<file path="config.mk">
export PLATFORM = sky130hd
export DESIGN_NAME = lbbt_calc
export DESIGN_NICKNAME = d
export VERILOG_FILES = /design/src/hw/rtl/lbbt_pkg.sv /design/src/hw/rtl/lbbt_calc.sv
export SDC_FILE = /design/constraint.sdc
export NUM_CORES = 1
export LEC_CHECK = 0
export ABC_AREA = 1
export BUFFER_PORTS_ARGS = -buffer_cell sky130_fd_sc_hd__buf_2
export CORE_MARGIN = 2
export CORE_UTILIZATION = 55
export DETAILED_ROUTE_END_ITERATION = 10
export PLACE_DENSITY_LB_ADDON = 0.3
export SETUP_SLACK_MARGIN = 0.1
export SLEW_MARGIN = 20
export SYNTH_ARGS = -nofsm -noshare
export SYNTH_HDL_FRONTEND = slang
export SYNTH_SLANG_ARGS = --single-unit
</file>
<file path="constraint.sdc">
create_clock -name vclk -period 5.5
set_input_delay 0.825 -clock vclk [all_inputs]
set_output_delay 0.825 -clock vclk [all_outputs]
set_load 0.05 [all_outputs]
</file>
<file path="src/hw/rtl/lbbt_pkg.sv">
// Shared types and constants of the label bounding box table.
package lbbt_pkg;

  localparam int unsigned COORD_W     = 10;
  localparam int unsigned LABEL_W     = 8;
  localparam int unsigned IN_TDATA_W  = 40;
  localparam int unsigned OUT_TDATA_W = 72;

  localparam logic [COORD_W-1:0] COORD_ONES = '1;
  localparam logic [LABEL_W-1:0] OBSTACLE_LABEL = 8'd0;
  localparam logic [LABEL_W-1:0] FREE_LABEL     = 8'd255;

  typedef enum logic {
    REQ_PIXEL = 1'b0,
    REQ_QUERY = 1'b1
  } req_e;

  typedef struct packed {
    logic [COORD_W-1:0] min_col;
    logic [COORD_W-1:0] max_col;
    logic [COORD_W-1:0] min_row;
    logic [COORD_W-1:0] max_row;
  } entry_t;

  localparam entry_t ENTRY_EMPTY = '{
    min_col: COORD_ONES,
    max_col: '0,
    min_row: COORD_ONES,
    max_row: '0
  };

  typedef struct packed {
    logic               box_valid;
    logic [COORD_W-1:0] min_col;
    logic [COORD_W-1:0] max_col;
    logic [COORD_W-1:0] min_row;
    logic [COORD_W-1:0] max_row;
    logic [COORD_W-1:0] ctr_col;
    logic [COORD_W-1:0] ctr_row;
  } result_t;

  // write-back request from the update stage to the store
  typedef struct packed {
    logic               en;
    logic               set;   // 1: store data, 0: clear entry
    logic [LABEL_W-1:0] addr;
    entry_t             data;
  } wr_req_t;

endpackage

</file>
<file path="src/hw/rtl/lbbt_calc.sv">
// Box merge for pixel updates and result/centre computation for queries.
module lbbt_calc
  import lbbt_pkg::*;
(
  input  entry_t             entry_i,
  input  logic [COORD_W-1:0] col_i,
  input  logic [COORD_W-1:0] row_i,
  output entry_t             merged_o,
  output result_t            res_o
);

  logic               ok;
  logic [COORD_W-1:0] span_col;
  logic [COORD_W-1:0] span_row;

  always_comb begin
    merged_o.min_col = (col_i < entry_i.min_col) ? col_i : entry_i.min_col;
    merged_o.max_col = (col_i > entry_i.max_col) ? col_i : entry_i.max_col;
    merged_o.min_row = (row_i < entry_i.min_row) ? row_i : entry_i.min_row;
    merged_o.max_row = (row_i > entry_i.max_row) ? row_i : entry_i.max_row;
  end

  assign ok = (entry_i.max_col != '0) && (entry_i.max_row != '0) &&
              (entry_i.min_col <= entry_i.max_col) &&
              (entry_i.min_row <= entry_i.max_row);

  assign span_col = entry_i.max_col - entry_i.min_col;
  assign span_row = entry_i.max_row - entry_i.min_row;

  always_comb begin
    res_o = '0;
    if (ok) begin
      res_o.box_valid = 1'b1;
      res_o.min_col   = entry_i.min_col;
      res_o.max_col   = entry_i.max_col;
      res_o.min_row   = entry_i.min_row;
      res_o.max_row   = entry_i.max_row;
      res_o.ctr_col   = entry_i.min_col + (span_col >> 1);
      res_o.ctr_row   = entry_i.min_row + (span_row >> 1);
    end
  end

endmodule

</file>
---- Word level (Yosys, flattened, before mapping) ----
Cells that the tools add are included.
storage, ports and cells
  input port bits ......................... 60
  register bits ........................... 0
  word-level logic and storage cells ...... 20
  output and inout port bits .............. 101
cells by class
  reductions and logical operators ........ 5
  multiplexer cells ....................... 5
  magnitude comparators ................... 6
  add/subtract/negate cells ............... 4
operators by type and width
  operator             count
  $mux W61             1
  $mux W10             4
  $add A10 B9 Y10      2
  $gt A10 B10 Y1       2
  $le A10 B10 Y1       2
  $lt A10 B10 Y1       2
  $reduce_bool A10 Y1  2
  $sub A10 B10 Y10     2
  $logic_and A1 B1 Y1  3

---- Longest topological paths before layout ----
Gate-level depths: netlist of the first run.
  depth in word-level cells ............... 5
  depth in mapped cells ................... 18
  depth with buffers taken out ............ 18

---- Worst setup path before layout of the first run ----
OpenSTA, ideal clock, no wires.
  path type ............................... input-to-output
  start point ............................. input entry_i[20] (netlist name)
  end point ............................... output res_o[19] (netlist name)
  slack ................................... 1.181 ns
  cell stages on the path ................. 17
  buffers on the path ..................... 0
  required time ........................... 4.675 ns
  data arrival time ....................... 3.494 ns
  cells stage by stage .................... inv_1 -> ha_1 -> inv_1 -> fa_1 -> a21oi_1 -> o21ai_0 -> nand2_1 -> nand2_1 -> nand2_1 -> nand2_1 -> ha_1 -> nand2_1 -> nor2_1 -> nand3_1 -> nand4_1 -> nand2_1 -> nor2_1
RTL lines
  item                line            RTL
  start: declaration  lbbt_calc.sv:5  input entry_t entry_i,
  end: declaration    lbbt_calc.sv:9  output result_t res_o

==> results of run 1 <==
## area by class of cell
| cell class | count | area [sq um] |
|---|---|---|
| inverters | 102 | 383 |
| multi-input cells | 553 | 3250 |
| well taps | 80 | 100 |
| fillers | 659 | 2140 |
| repair buffers | 161 | 806 |
## Yosys cell counts, drive strengths merged (7+ instances only)
cell	number	share of area, %
xnor2	16	3.7
o21ai	30	4.0
nor2	103	11
nand4	18	3.2
a21oi	37	4.9
xor2	7	1.6
inv	102	10
buf	9	2.3
nand2	187	19
nand3	51	7.2
ha	76	25
## power breakdown
group / switching, mW / internal, mW / total, mW / leakage [nW]
Clock: 0 / 0 / 0 / 0
Sequential: 0 / 0 / 0 / 0
Combinational: 0.664 / 0.271 / 0.935 / 2.93
## path summary, 6_finish.rpt
check / startpoint / depth (start not counted) / endpoint / slack, ns
max: entry_i[20] / 19 / res_o[19] / 1.11
min: entry_i[27] / 4 / merged_o[27] / 2.07
## per-layer routing
layer | share of wire, % | GRT usage (%) | routed length (microns) | vias to the layer above
met3 | 5.6 | 0.857 | 643 | 26
met4 | 2.7 | 7.39 | 309 | 0
li1 | - | - | - | 2468
met5 | 0 | 0 | 0 | -
met2 | 48 | 53.8 | 5530 | 180
met1 | 43 | 38.8 | 4980 | 2079
## metrics by stage
| stage | setup slack (ns) | util [%] | instance area [sq um] | hold WS, ns |
|---|---|---|---|---|
| global placement | 1.16 | 68.0 | 4540 | 2.07 |
| global route | 0.800 | 68.0 | 4540 | 2.09 |
| CTS | 1.11 | 68.0 | 4540 | 2.07 |
| finish | 1.11 | 68.0 | 4540 | 2.07 |
| floorplan | 1.18 | - | 3740 | 1.85 |
| detailed placement | 1.12 | 68.0 | 4540 | 2.07 |
## logic make-up after synthesis
kind of cell    count (synthesis)  synth area share (%)
buf+inv                       117                  13.1
compound gates                 84                  12.3
fa+ha+maj                      80                  27.5
xor+xnor                       23                  5.38
simple gates                  366                  41.7
## worst max-delay path: cells and delay by family
family / cells / cell delay [ns]
buffers and inverters: 4 / 0.57
adders and majority gates: 3 / 0.93
and+or+nand+nor: 10 / 0.85
AOI/OAI and AO/OA: 2 / 0.38
==> flow_summary.html, run 1 <==
<table>
<tr><th>Metric</th><th>Value</th></tr>
<tr><th colspan="2">Floorplanning</th></tr>
<tr><td>DIE AREA</td><td>7480 sq um</td></tr>
<tr><td>Number of placement rows</td><td>30</td></tr>
<tr><td>Top-level port count</td><td>161</td></tr>
<tr><td>Std-Cell Core Area</td><td>6680 sq um</td></tr>
<tr><td>Starting utilization of the core area</td><td>56.0%</td></tr>
<tr><td>Die Ht</td><td>86.5 microns</td></tr>
<tr><td>Width of the die</td><td>86.5 microns</td></tr>
<tr><th colspan="2">Clocking</th></tr>
<tr><td>Post_cts resized</td><td>0</td></tr>
<tr><td>Postcts setup bufs</td><td>0</td></tr>
<tr><td>Hold Buf Count CTS</td><td>0</td></tr>
<tr><th colspan="2">Setup path</th></tr>
<tr><td>Worst endpoint required time</td><td>4.68 ns</td></tr>
<tr><td>Startpoint class of the critical path</td><td>input port</td></tr>
<tr><td>Maximum net fanout on the critical path</td><td>6</td></tr>
<tr><td>Worst path arrival time</td><td>3.56 ns</td></tr>
<tr><td>Slowest CP cell</td><td>sky130_fd_sc_hd__fa_1</td></tr>
<tr><td>Category of the critical setup timing path</td><td>input port to primary output</td></tr>
<tr><td>Largest incremental delay on the critical path</td><td>0.41 ns</td></tr>
<tr><td>Most used cell, CP</td><td>sky130_fd_sc_hd__nand2_1</td></tr>
<tr><td>Crit. End Element</td><td>primary output</td></tr>
<tr><td>Sequence of cells on the critical path</td><td>buf_2 -&gt; inv_1 -&gt; ha_1 -&gt; inv_1 -&gt; fa_1 -&gt; a21oi_1 -&gt; o21ai_0 -&gt; nand2_1 -&gt; nand2_1 -&gt; nand2_1 -&gt; nand2_1 -&gt; ha_1 -&gt; nand2_1 -&gt; nor2_1 -&gt; nand3_1 -&gt; nand4_1 -&gt; nand2_1 -&gt; nor2_1 -&gt; buf_2</td></tr>
<tr><th colspan="2">STA</th></tr>
<tr><td>Slew of the pin with the lowest slew margin</td><td>0.794 ns</td></tr>
<tr><td>Peak Freq</td><td>0.228 GHz</td></tr>
<tr><td>Worst slew margin</td><td>47.1%</td></tr>
<tr><td>Final hold violations</td><td>0</td></tr>
<tr><td>Final period demand of the worst path</td><td>4.39 ns</td></tr>
<tr><td>Summed negative setup slack over all endpoints</td><td>0 ns</td></tr>
<tr><td>Fin crit share</td><td>79.8%</td></tr>
<tr><td>Total count of max-transition violations in the final report</td><td>0</td></tr>
<tr><td>Unrepaired setup endpoints after global routing</td><td>false</td></tr>
<tr><td>Setup violation total in the final timing report</td><td>0</td></tr>
<tr><th colspan="2">Logic synthesis</th></tr>
<tr><td>Cell area after technology mapping</td><td>3740 sq um</td></tr>
<tr><td>Warnings, synthesis</td><td>0</td></tr>
<tr><td>Total nets after synthesis</td><td>810</td></tr>
<tr><td>Synthesized area per cell</td><td>5.59 sq um</td></tr>
<tr><td>Count of unique library cells instantiated by Yosys</td><td>27</td></tr>
<tr><td>Sequential area share after synthesis</td><td>0%</td></tr>
<tr><td>Gate Count Post-Synth</td><td>670</td></tr>
<tr><th colspan="2">Place</th></tr>
<tr><td>Number of port buffers</td><td>161</td></tr>
<tr><td>Final RePlAce weighted congestion</td><td>0.915</td></tr>
<tr><td>Detail Placement HPWL</td><td>9820 microns</td></tr>
<tr><td>Number of cells in the design after placement</td><td>896</td></tr>
<tr><th colspan="2">Final layout</th></tr>
<tr><td>Antenna cells</td><td>0</td></tr>
<tr><td>Area overhead of the layout relative to synthesis</td><td>21.3%</td></tr>
<tr><td>Final cell count without fillers</td><td>896</td></tr>
<tr><td># nets final</td><td>958</td></tr>
<tr><td>Layout clock buffer count</td><td>0</td></tr>
<tr><td>FF+latch area</td><td>0 sq um</td></tr>
<tr><td>Total number of sequential cells</td><td>0</td></tr>
<tr><td>Top library cells by usage in the layout, fill and taps aside</td><td>sky130_fd_sc_hd__nand2_1, sky130_fd_sc_hd__buf_2, sky130_fd_sc_hd__inv_1</td></tr>
<tr><td>Proportion of layout cells with a drive suffix above 1</td><td>21.4%</td></tr>
<tr><td>Most common library cell in the layout ignoring fill and taps</td><td>sky130_fd_sc_hd__nand2_1</td></tr>
<tr><th colspan="2">Detailed routing</th></tr>
<tr><td>First DRT Iteration DRCs</td><td>184</td></tr>
<tr><td>Via density</td><td>5.30</td></tr>
<tr><td>Drt drc</td><td>0</td></tr>
<tr><td>Average wire length per cell after detail routing</td><td>12.8 microns</td></tr>
<tr><td>Routed via count</td><td>4753</td></tr>
<tr><td>First-pass iteration count of the detailed router</td><td>5</td></tr>
<tr><td>Number of nets still failing antenna checks after routing</td><td>0</td></tr>
<tr><td>DRT Wirelength</td><td>11500 microns</td></tr>
<tr><th colspan="2">Run status</th></tr>
<tr><td>Run status</td><td>completed</td></tr>
<tr><th colspan="2">Global route</th></tr>
<tr><td>GRT overflow</td><td>0</td></tr>
<tr><td>Global-route total usage across every layer</td><td>29.7%</td></tr>
<tr><td>Via count of the first global-routing pass</td><td>4189</td></tr>
<tr><td>Global-route wire length before repair</td><td>18800 microns</td></tr>
<tr><td>Number of antenna violations at the first check in global routing</td><td>0</td></tr>
<tr><td>Maximum number of pins on one net before global-route repair</td><td>62</td></tr>
<tr><th colspan="2">Power and ir drop</th></tr>
<tr><td>Power per cell area</td><td>206 nW/um^2</td></tr>
<tr><td>Maximum vdd ir drop</td><td>0.133 mV</td></tr>
<tr><td>Pwr Total</td><td>0.935 mW</td></tr>
<tr><td>Static Leak</td><td>2.93 nW</td></tr>
<tr><th colspan="2">Min path</th></tr>
<tr><td>Worst Hold Class</td><td>input port to primary output</td></tr>
<tr><th colspan="2">Flow run</th></tr>
<tr><td>Total of max-cap violations</td><td>0</td></tr>
</table>
No activity file was read; power rests on OpenSTA's default activity.
==> inputs of run 2 (changes only) <==
--- a/config.mk
+++ b/config.mk
@@ -8,7 +8,7 @@
 export ABC_AREA = 1
 export BUFFER_PORTS_ARGS = -buffer_cell sky130_fd_sc_hd__buf_2
 export CORE_MARGIN = 2
-export CORE_UTILIZATION = 55
+export CORE_UTILIZATION = 46
 export DETAILED_ROUTE_END_ITERATION = 10
 export PLACE_DENSITY_LB_ADDON = 0.3
 export SETUP_SLACK_MARGIN = 0.1
==> constraint.sdc (replaced) <==
create_clock -name vclk -period 3.8
set_input_delay 0.57 -clock vclk [all_inputs]
set_output_delay 0.57 -clock vclk [all_outputs]
set_load 0.05 [all_outputs]
==> run 2 against run 1 <==
Effect of this change:
- critical path depth unchanged
- cell count up 4.5%
- core utilization is 5.4 points lower
- worst setup slack got worse by 0.90 ns
- final area grew 7.5%
- critical endpoint is now res_o[9]
- highest routed layer unchanged
==> flow_summary.html, run 2 (synthesized netlist as in run 1, its figures left out) <==
<table>
<tr><th>Metric</th><th>Value</th></tr>
<tr><th colspan="2">Final layout</th></tr>
<tr><td>Proportion of layout cells with a drive suffix above 1</td><td>27.1%</td></tr>
<tr><td>Final cell count without fillers</td><td>936</td></tr>
<tr><td>FF+latch area</td><td>0 sq um</td></tr>
<tr><td># nets final</td><td>976</td></tr>
<tr><td>Final design instance area without fill</td><td>4880 sq um</td></tr>
<tr><td>Top library cells by usage in the layout, fill and taps aside</td><td>sky130_fd_sc_hd__nand2_1, sky130_fd_sc_hd__buf_2, sky130_fd_sc_hd__inv_1</td></tr>
<tr><td>Area overhead of the layout relative to synthesis</td><td>30.4%</td></tr>
<tr><td>Antenna cells</td><td>0</td></tr>
<tr><td>Most common library cell in the layout ignoring fill and taps</td><td>sky130_fd_sc_hd__nand2_1</td></tr>
<tr><td>Layout fillers</td><td>800</td></tr>
<tr><td>Total number of sequential cells</td><td>0</td></tr>
<tr><td>Layout clock buffer count</td><td>0</td></tr>
<tr><th colspan="2">Floorplanning</th></tr>
<tr><td>Std-Cell Core Area</td><td>7810 sq um</td></tr>
<tr><td>Number of placement rows</td><td>32</td></tr>
<tr><td>Top-level port count</td><td>161</td></tr>
<tr><td>DIE AREA</td><td>8880 sq um</td></tr>
<tr><td>Die Ht</td><td>94.2 microns</td></tr>
<tr><td>Starting utilization of the core area</td><td>47.9%</td></tr>
<tr><td>Width of the die</td><td>94.2 microns</td></tr>
<tr><th colspan="2">Setup path</th></tr>
<tr><td>Crit. End Element</td><td>primary output</td></tr>
<tr><td>Worst endpoint required time</td><td>3.23 ns</td></tr>
<tr><td>Maximum net fanout on the critical path</td><td>6</td></tr>
<tr><td>Worst path arrival time</td><td>3.02 ns</td></tr>
<tr><td>Category of the critical setup timing path</td><td>input port to primary output</td></tr>
<tr><td>Startpoint class of the critical path</td><td>input port</td></tr>
<tr><th colspan="2">Detailed routing</th></tr>
<tr><td>First-pass iteration count of the detailed router</td><td>5</td></tr>
<tr><td>Number of nets still failing antenna checks after routing</td><td>0</td></tr>
<tr><td>Routed via count</td><td>4924</td></tr>
<tr><td>DRT Wirelength</td><td>12300 microns</td></tr>
<tr><td>First DRT Iteration DRCs</td><td>104</td></tr>
<tr><td>Average wire length per cell after detail routing</td><td>13.1 microns</td></tr>
<tr><td>Via density</td><td>5.26</td></tr>
<tr><td>Drt drc</td><td>0</td></tr>
<tr><th colspan="2">Min path</th></tr>
<tr><td>Worst Hold Class</td><td>input port to primary output</td></tr>
<tr><th colspan="2">Flow run</th></tr>
<tr><td>Total of max-cap violations</td><td>0</td></tr>
<tr><th colspan="2">Global route</th></tr>
<tr><td>Via count of the first global-routing pass</td><td>4452</td></tr>
<tr><td>Busiest layer in global routing</td><td>met2</td></tr>
<tr><td>M1 GR Usage</td><td>29.8%</td></tr>
<tr><td>Global-route wire length before repair</td><td>19400 microns</td></tr>
<tr><td>Met2 Resource Use GR</td><td>52.2%</td></tr>
<tr><td>Global-route met3 utilization</td><td>0.803%</td></tr>
<tr><td>Global-route total usage across every layer</td><td>26.1%</td></tr>
<tr><td>Maximum number of pins on one net before global-route repair</td><td>26</td></tr>
<tr><td>GRT overflow</td><td>0</td></tr>
<tr><td>Number of antenna violations at the first check in global routing</td><td>0</td></tr>
<tr><th colspan="2">STA</th></tr>
<tr><td>Slew of the pin with the lowest slew margin</td><td>0.614 ns</td></tr>
<tr><td>Setup violation total in the final timing report</td><td>0</td></tr>
<tr><td>Worst slew margin</td><td>58.9%</td></tr>
<tr><td>Final hold violations</td><td>0</td></tr>
<tr><td>Fin crit share</td><td>94.4%</td></tr>
<tr><td>Total count of max-transition violations in the final report</td><td>0</td></tr>
<tr><td>Final period demand of the worst path</td><td>3.59 ns</td></tr>
<tr><td>Summed negative setup slack over all endpoints</td><td>0 ns</td></tr>
<tr><td>Unrepaired setup endpoints after global routing</td><td>true</td></tr>
<tr><td>Peak Freq</td><td>0.279 GHz</td></tr>
<tr><th colspan="2">Place</th></tr>
<tr><td>Final RePlAce weighted congestion</td><td>0.961</td></tr>
<tr><td>Placed cell area</td><td>4700 sq um</td></tr>
<tr><td>Number of cells in the design after placement</td><td>932</td></tr>
<tr><td>Number of port buffers</td><td>161</td></tr>
<tr><td>Detail Placement HPWL</td><td>10400 microns</td></tr>
<tr><th colspan="2">Power and ir drop</th></tr>
<tr><td>Static Leak</td><td>3.02 nW</td></tr>
<tr><td>Power per cell area</td><td>294 nW/um^2</td></tr>
<tr><td>Maximum vdd ir drop</td><td>0.156 mV</td></tr>
<tr><td>Pwr Total</td><td>1.44 mW</td></tr>
<tr><th colspan="2">Run status</th></tr>
<tr><td>Run status</td><td>completed</td></tr>
<tr><th colspan="2">Clocking</th></tr>
<tr><td>Hold Buf Count CTS</td><td>0</td></tr>
</table>
## run 2: cell count changes in the layout (fill, tap and decap cells not counted), sizes merged
| cell | before | now |
|---|---|---|
| buf | 161 | 178 |
| clkbuf | 0 | 1 |
## run 2: layout make-up
cell class	instances	area [sq um]	area share, %
tap	102	128	2.61
multi-input combinational	553	3390	69.4
timing repair buffer	179	982	20.1
inverter	102	383	7.84
## run 2: worst paths after layout
path | from | to | depth (start not counted)
worst max-delay path | entry_i[0] | res_o[9] | 19
worst min-delay path | entry_i[19] | res_o[9] | 5
## run 2: per-stage QoR
| step | hold WS, ns | util (%) | setup WS (ns) |
|---|---|---|---|
| after floorplan | 1.34 | - | 0.206 |
| after global placement | 1.56 | 60.2 | 0.0853 |
| after detailed placement | 1.56 | 60.2 | 0.0147 |
| after CTS | 1.57 | 60.4 | 0.123 |
| after global routing | 1.58 | 62.5 | 0.0556 |
| final | 1.54 | 62.5 | 0.212 |
## run 2: routing by layer
layer  part of all wire [%]  routed length, microns
met1                     41                    5030
met2                     51                    6210
met3                    6.4                     780
met4                    2.1                     256
met5                      0                       0
## run 2: worst max-delay path, stage by stage
cell and delay [ns]:
sky130_fd_sc_hd__buf_2 0.12, sky130_fd_sc_hd__inv_1 0.07, sky130_fd_sc_hd__ha_2 0.20, sky130_fd_sc_hd__inv_2 0.06, sky130_fd_sc_hd__fa_2 0.38, sky130_fd_sc_hd__nand3_1 0.11
sky130_fd_sc_hd__nand3_2 0.09, sky130_fd_sc_hd__nand2_1 0.07, sky130_fd_sc_hd__nand2_1 0.06, sky130_fd_sc_hd__xor2_1 0.14, sky130_fd_sc_hd__ha_1 0.38, sky130_fd_sc_hd__nand2_2 0.11
sky130_fd_sc_hd__a21oi_1 0.04, sky130_fd_sc_hd__nor2_1 0.14, sky130_fd_sc_hd__nand3_1 0.09, sky130_fd_sc_hd__nand2_1 0.06, sky130_fd_sc_hd__nand2_1 0.05, sky130_fd_sc_hd__nor2_2 0.11
sky130_fd_sc_hd__buf_6 0.16
## run 2: power by group
part | internal (mW) | total (mW) | switching (mW)
Combinational | 0.444 | 1.44 | 0.991
Sequential | 0 | 0 | 0
Clock | 0 | 0 | 0
## run 2: timing repair
action | CTS | global route
pin swaps | 0 | 12
cloned | 0 | 0
setup endpoints to repair | 3 | 11
buffers inserted | 0 | 4
resized for setup | 4 | 45
==> inputs of run 3 (changes only) <==
--- a/config.mk
+++ b/config.mk
@@ -5,12 +5,11 @@
 export SDC_FILE = /design/constraint.sdc
 export NUM_CORES = 1
 export LEC_CHECK = 0
-export ABC_AREA = 1
-export BUFFER_PORTS_ARGS = -buffer_cell sky130_fd_sc_hd__buf_2
+export BUFFER_PORTS_ARGS = -buffer_cell sky130_fd_sc_hd__buf_4
 export CORE_MARGIN = 2
-export CORE_UTILIZATION = 46
+export CORE_UTILIZATION = 45
 export DETAILED_ROUTE_END_ITERATION = 10
-export PLACE_DENSITY_LB_ADDON = 0.3
+export PLACE_DENSITY = 0.89
 export SETUP_SLACK_MARGIN = 0.1
 export SLEW_MARGIN = 20
 export SYNTH_ARGS = -nofsm -noshare
==> run 3 against run 2 <==
Effect of this change:
- the flow now finishes with violations (setup timing)
- synthesized area down 6.7%
- worst setup slack lost 0.35 ns
- routed wire length up 6.5%
- power is 8.2% higher
- die area is 4.4% lower
- non-clock buffer count is 52 higher
- clock-buffer cell count did not move
==> flow_summary.html, run 3 <==
<table>
<tr><th>Metric</th><th>Value</th></tr>
<tr><th colspan="2">Setup path</th></tr>
<tr><td>Crit. End Element</td><td>primary output</td></tr>
<tr><td>Startpoint class of the critical path</td><td>input port</td></tr>
<tr><td>Worst path arrival time</td><td>3.36 ns</td></tr>
<tr><td>Worst endpoint required time</td><td>3.23 ns</td></tr>
<tr><td>Category of the critical setup timing path</td><td>input port to primary output</td></tr>
<tr><td>Maximum net fanout on the critical path</td><td>3</td></tr>
<tr><th colspan="2">Logic synthesis</th></tr>
<tr><td>Sequential area share after synthesis</td><td>0%</td></tr>
<tr><td>Leading post-synthesis cells by instance count</td><td>sky130_fd_sc_hd__ha_1, sky130_fd_sc_hd__nor4_1, sky130_fd_sc_hd__inv_1</td></tr>
<tr><td>Gate Count Post-Synth</td><td>455</td></tr>
<tr><td>Total nets after synthesis</td><td>595</td></tr>
<tr><td>Library cell with the highest instance count after synthesis</td><td>sky130_fd_sc_hd__ha_1</td></tr>
<tr><td>Warnings, synthesis</td><td>0</td></tr>
<tr><td>Dominant cell type by area after synthesis</td><td>sky130_fd_sc_hd__ha_1</td></tr>
<tr><td>Top cells by area in the synthesized netlist</td><td>sky130_fd_sc_hd__ha_1, sky130_fd_sc_hd__mux2_2, sky130_fd_sc_hd__nor4_1</td></tr>
<tr><td>Cell area after technology mapping</td><td>3490 sq um</td></tr>
<tr><td>Count of unique library cells instantiated by Yosys</td><td>47</td></tr>
<tr><td>Yosys top cell area share</td><td>27.2%</td></tr>
<tr><td>Synthesized area per cell</td><td>7.67 sq um</td></tr>
<tr><th colspan="2">Floorplanning</th></tr>
<tr><td>Std-Cell Core Area</td><td>7610 sq um</td></tr>
<tr><td>Top-level port count</td><td>161</td></tr>
<tr><td>Width of the die</td><td>92.1 microns</td></tr>
<tr><td>Starting utilization of the core area</td><td>45.9%</td></tr>
<tr><td>Die Ht</td><td>92.1 microns</td></tr>
<tr><td>Number of placement rows</td><td>32</td></tr>
<tr><td>DIE AREA</td><td>8480 sq um</td></tr>
<tr><th colspan="2">Final layout</th></tr>
<tr><td>Final design instance area without fill</td><td>5760 sq um</td></tr>
<tr><td>Top library cells by usage in the layout, fill and taps aside</td><td>sky130_fd_sc_hd__buf_4, sky130_fd_sc_hd__ha_1, sky130_fd_sc_hd__inv_1</td></tr>
<tr><td>Utilization of the core after routing</td><td>75.7%</td></tr>
<tr><td>Total number of sequential cells</td><td>0</td></tr>
<tr><td>Most common library cell in the layout ignoring fill and taps</td><td>sky130_fd_sc_hd__buf_4</td></tr>
<tr><td>FF+latch area</td><td>0 sq um</td></tr>
<tr><td>Layout clock buffer count</td><td>0</td></tr>
<tr><td>Multi-input logic area</td><td>3640 sq um</td></tr>
<tr><td>Proportion of layout cells with a drive suffix above 1</td><td>53.4%</td></tr>
<tr><td>Area overhead of the layout relative to synthesis</td><td>64.9%</td></tr>
<tr><td>Layout fillers</td><td>546</td></tr>
<tr><td>Antenna cells</td><td>0</td></tr>
<tr><td>Final cell count without fillers</td><td>771</td></tr>
<tr><td># nets final</td><td>811</td></tr>
<tr><th colspan="2">Global route</th></tr>
<tr><td>Via count of the first global-routing pass</td><td>4549</td></tr>
<tr><td>Maximum number of pins on one net before global-route repair</td><td>43</td></tr>
<tr><td>Global-route wire length before repair</td><td>21000 microns</td></tr>
<tr><td>GRT overflow</td><td>0</td></tr>
<tr><td>Number of antenna violations at the first check in global routing</td><td>0</td></tr>
<tr><td>Global-route total usage across every layer</td><td>29.5%</td></tr>
<tr><th colspan="2">Power and ir drop</th></tr>
<tr><td>Maximum vdd ir drop</td><td>0.191 mV</td></tr>
<tr><td>Power per cell area</td><td>270 nW/um^2</td></tr>
<tr><td>Static Leak</td><td>2.82 nW</td></tr>
<tr><th colspan="2">Detailed routing</th></tr>
<tr><td>DRT Wirelength</td><td>13100 microns</td></tr>
<tr><td>Average wire length per cell after detail routing</td><td>16.9 microns</td></tr>
<tr><td>First DRT Iteration DRCs</td><td>137</td></tr>
<tr><td>Drt drc</td><td>0</td></tr>
<tr><td>Via density</td><td>5.87</td></tr>
<tr><td>Number of nets still failing antenna checks after routing</td><td>0</td></tr>
<tr><td>Routed via count</td><td>4522</td></tr>
<tr><td>First-pass iteration count of the detailed router</td><td>4</td></tr>
<tr><th colspan="2">Run status</th></tr>
<tr><td>Violations in the final reports</td><td>setup timing</td></tr>
<tr><td>Run status</td><td>finished, violations left</td></tr>
<tr><th colspan="2">STA</th></tr>
<tr><td>Post-route setup slack</td><td>-0.134 ns</td></tr>
<tr><td>Worst slew margin</td><td>56.9%</td></tr>
<tr><td>Fin crit share</td><td>104%</td></tr>
<tr><td>Final hold violations</td><td>0</td></tr>
<tr><td>Slew of the pin with the lowest slew margin</td><td>0.646 ns</td></tr>
<tr><td>Final period demand of the worst path</td><td>3.93 ns</td></tr>
<tr><td>Total count of max-transition violations in the final report</td><td>0</td></tr>
<tr><td>Hold Worst Slack</td><td>1.54 ns</td></tr>
<tr><td>Setup violation total in the final timing report</td><td>3</td></tr>
<tr><td>Unrepaired setup endpoints after global routing</td><td>true</td></tr>
<tr><td>Peak Freq</td><td>0.254 GHz</td></tr>
<tr><th colspan="2">Place</th></tr>
<tr><td>Detail Placement HPWL</td><td>10600 microns</td></tr>
<tr><td>Number of port buffers</td><td>161</td></tr>
<tr><td>Final RePlAce weighted congestion</td><td>0.920</td></tr>
<tr><td>Placed cell area</td><td>5430 sq um</td></tr>
<tr><td>Number of cells in the design after placement</td><td>762</td></tr>
<tr><td>Setup WS pre-CTS</td><td>-0.335 ns</td></tr>
<tr><th colspan="2">Min path</th></tr>
<tr><td>Worst Hold Class</td><td>input port to primary output</td></tr>
<tr><th colspan="2">Flow run</th></tr>
<tr><td>Total of max-cap violations</td><td>0</td></tr>
<tr><th colspan="2">Clocking</th></tr>
<tr><td>Hold Buf Count CTS</td><td>0</td></tr>
</table>
[run 3: cell types whose count changed after synthesis, sizes merged, moves of 10 or more]
cell / previous run / this run
nand2: 187 / 12
nand4: 18 / 7
mux2: 0 / 38
o21ai: 30 / 20
nor4: 0 / 50
a21o: 5 / 18
nor2: 103 / 23
nand3: 51 / 7
inv: 102 / 46
[run 3: critical path, cell delays in order]
cell and delay (ns):
sky130_fd_sc_hd__buf_6 0.10, sky130_fd_sc_hd__inv_4 0.06, sky130_fd_sc_hd__ha_4 0.13, sky130_fd_sc_hd__inv_2 0.03, sky130_fd_sc_hd__fa_2 0.36, sky130_fd_sc_hd__a211oi_2 0.23
sky130_fd_sc_hd__o21bai_1 0.12, sky130_fd_sc_hd__a21oi_2 0.19, sky130_fd_sc_hd__xnor2_1 0.15, sky130_fd_sc_hd__ha_1 0.27, sky130_fd_sc_hd__o21ai_1 0.11, sky130_fd_sc_hd__nor2_2 0.08
sky130_fd_sc_hd__or4_4 0.45, sky130_fd_sc_hd__a21oi_2 0.13, sky130_fd_sc_hd__and3b_2 0.22, sky130_fd_sc_hd__buf_6 0.15
[run 3: where the power goes]
group          switching (mW)  leakage [nW]  internal, mW  total (mW)
Clock                       0             0             0           0
Sequential                  0             0             0           0
Combinational           0.901          2.82         0.652        1.55
Total                   0.901          2.82         0.652        1.55
[run 3: final cells by class]
type                            instances  share of cell area, %
Multi-Input combinational cell        392                   63.2
Timing Repair Buffer                  231                   31.5
Inverter                               46                   3.09
Tap cell                              102                   2.22
[run 3: kinds of logic (layout without fill, tap and decap cells)]
group           after synthesis  count (layout)  synth area share (%)
xor+xnor                     26              26                  6.52
simple gates                146             146                  24.1
mux                          40              40                  12.8
compound gates              100             100                  18.9
buf+inv                      63             277                  8.17
fa+ha+maj                    80              80                  29.5
[run 3: worst paths after layout]
path | from | endpoint | slack [ns] | cells after the start
worst max-delay path | entry_i[20] | res_o[18] | -0.13 | 16
worst min-delay path | entry_i[39] | merged_o[39] | 1.54 | 3
[run 3: repair_timing]
| item | 4_1_cts | 5_1_grt |
|---|---|---|
| pin swaps | 20 | 12 |
| setup buffers | 7 | 3 |
| endpoints found under the setup margin | 10 | 17 |
| resized for setup | 51 | 21 |
[run 3: metal layers]
layer | track usage (%) | up-vias | part of all wire [%]
met3 | 4.44 | 34 | 8.0
met4 | 8.71 | 0 | 2.9
met5 | 0 | - | 0
met1 | 32.9 | 2099 | 38
met2 | 57.0 | 232 | 51
li1 | - | 2157 | -
[run 3: through the flow]
stage / TNS (ns) / total power, mW
CTS: -0.582 / 1.49
detailed placement: -1.37 / 1.41
finish: -0.359 / 1.55
floorplan: -4.76 / 0.965
global placement: -0.930 / 1.37
global route: -1.27 / 1.66
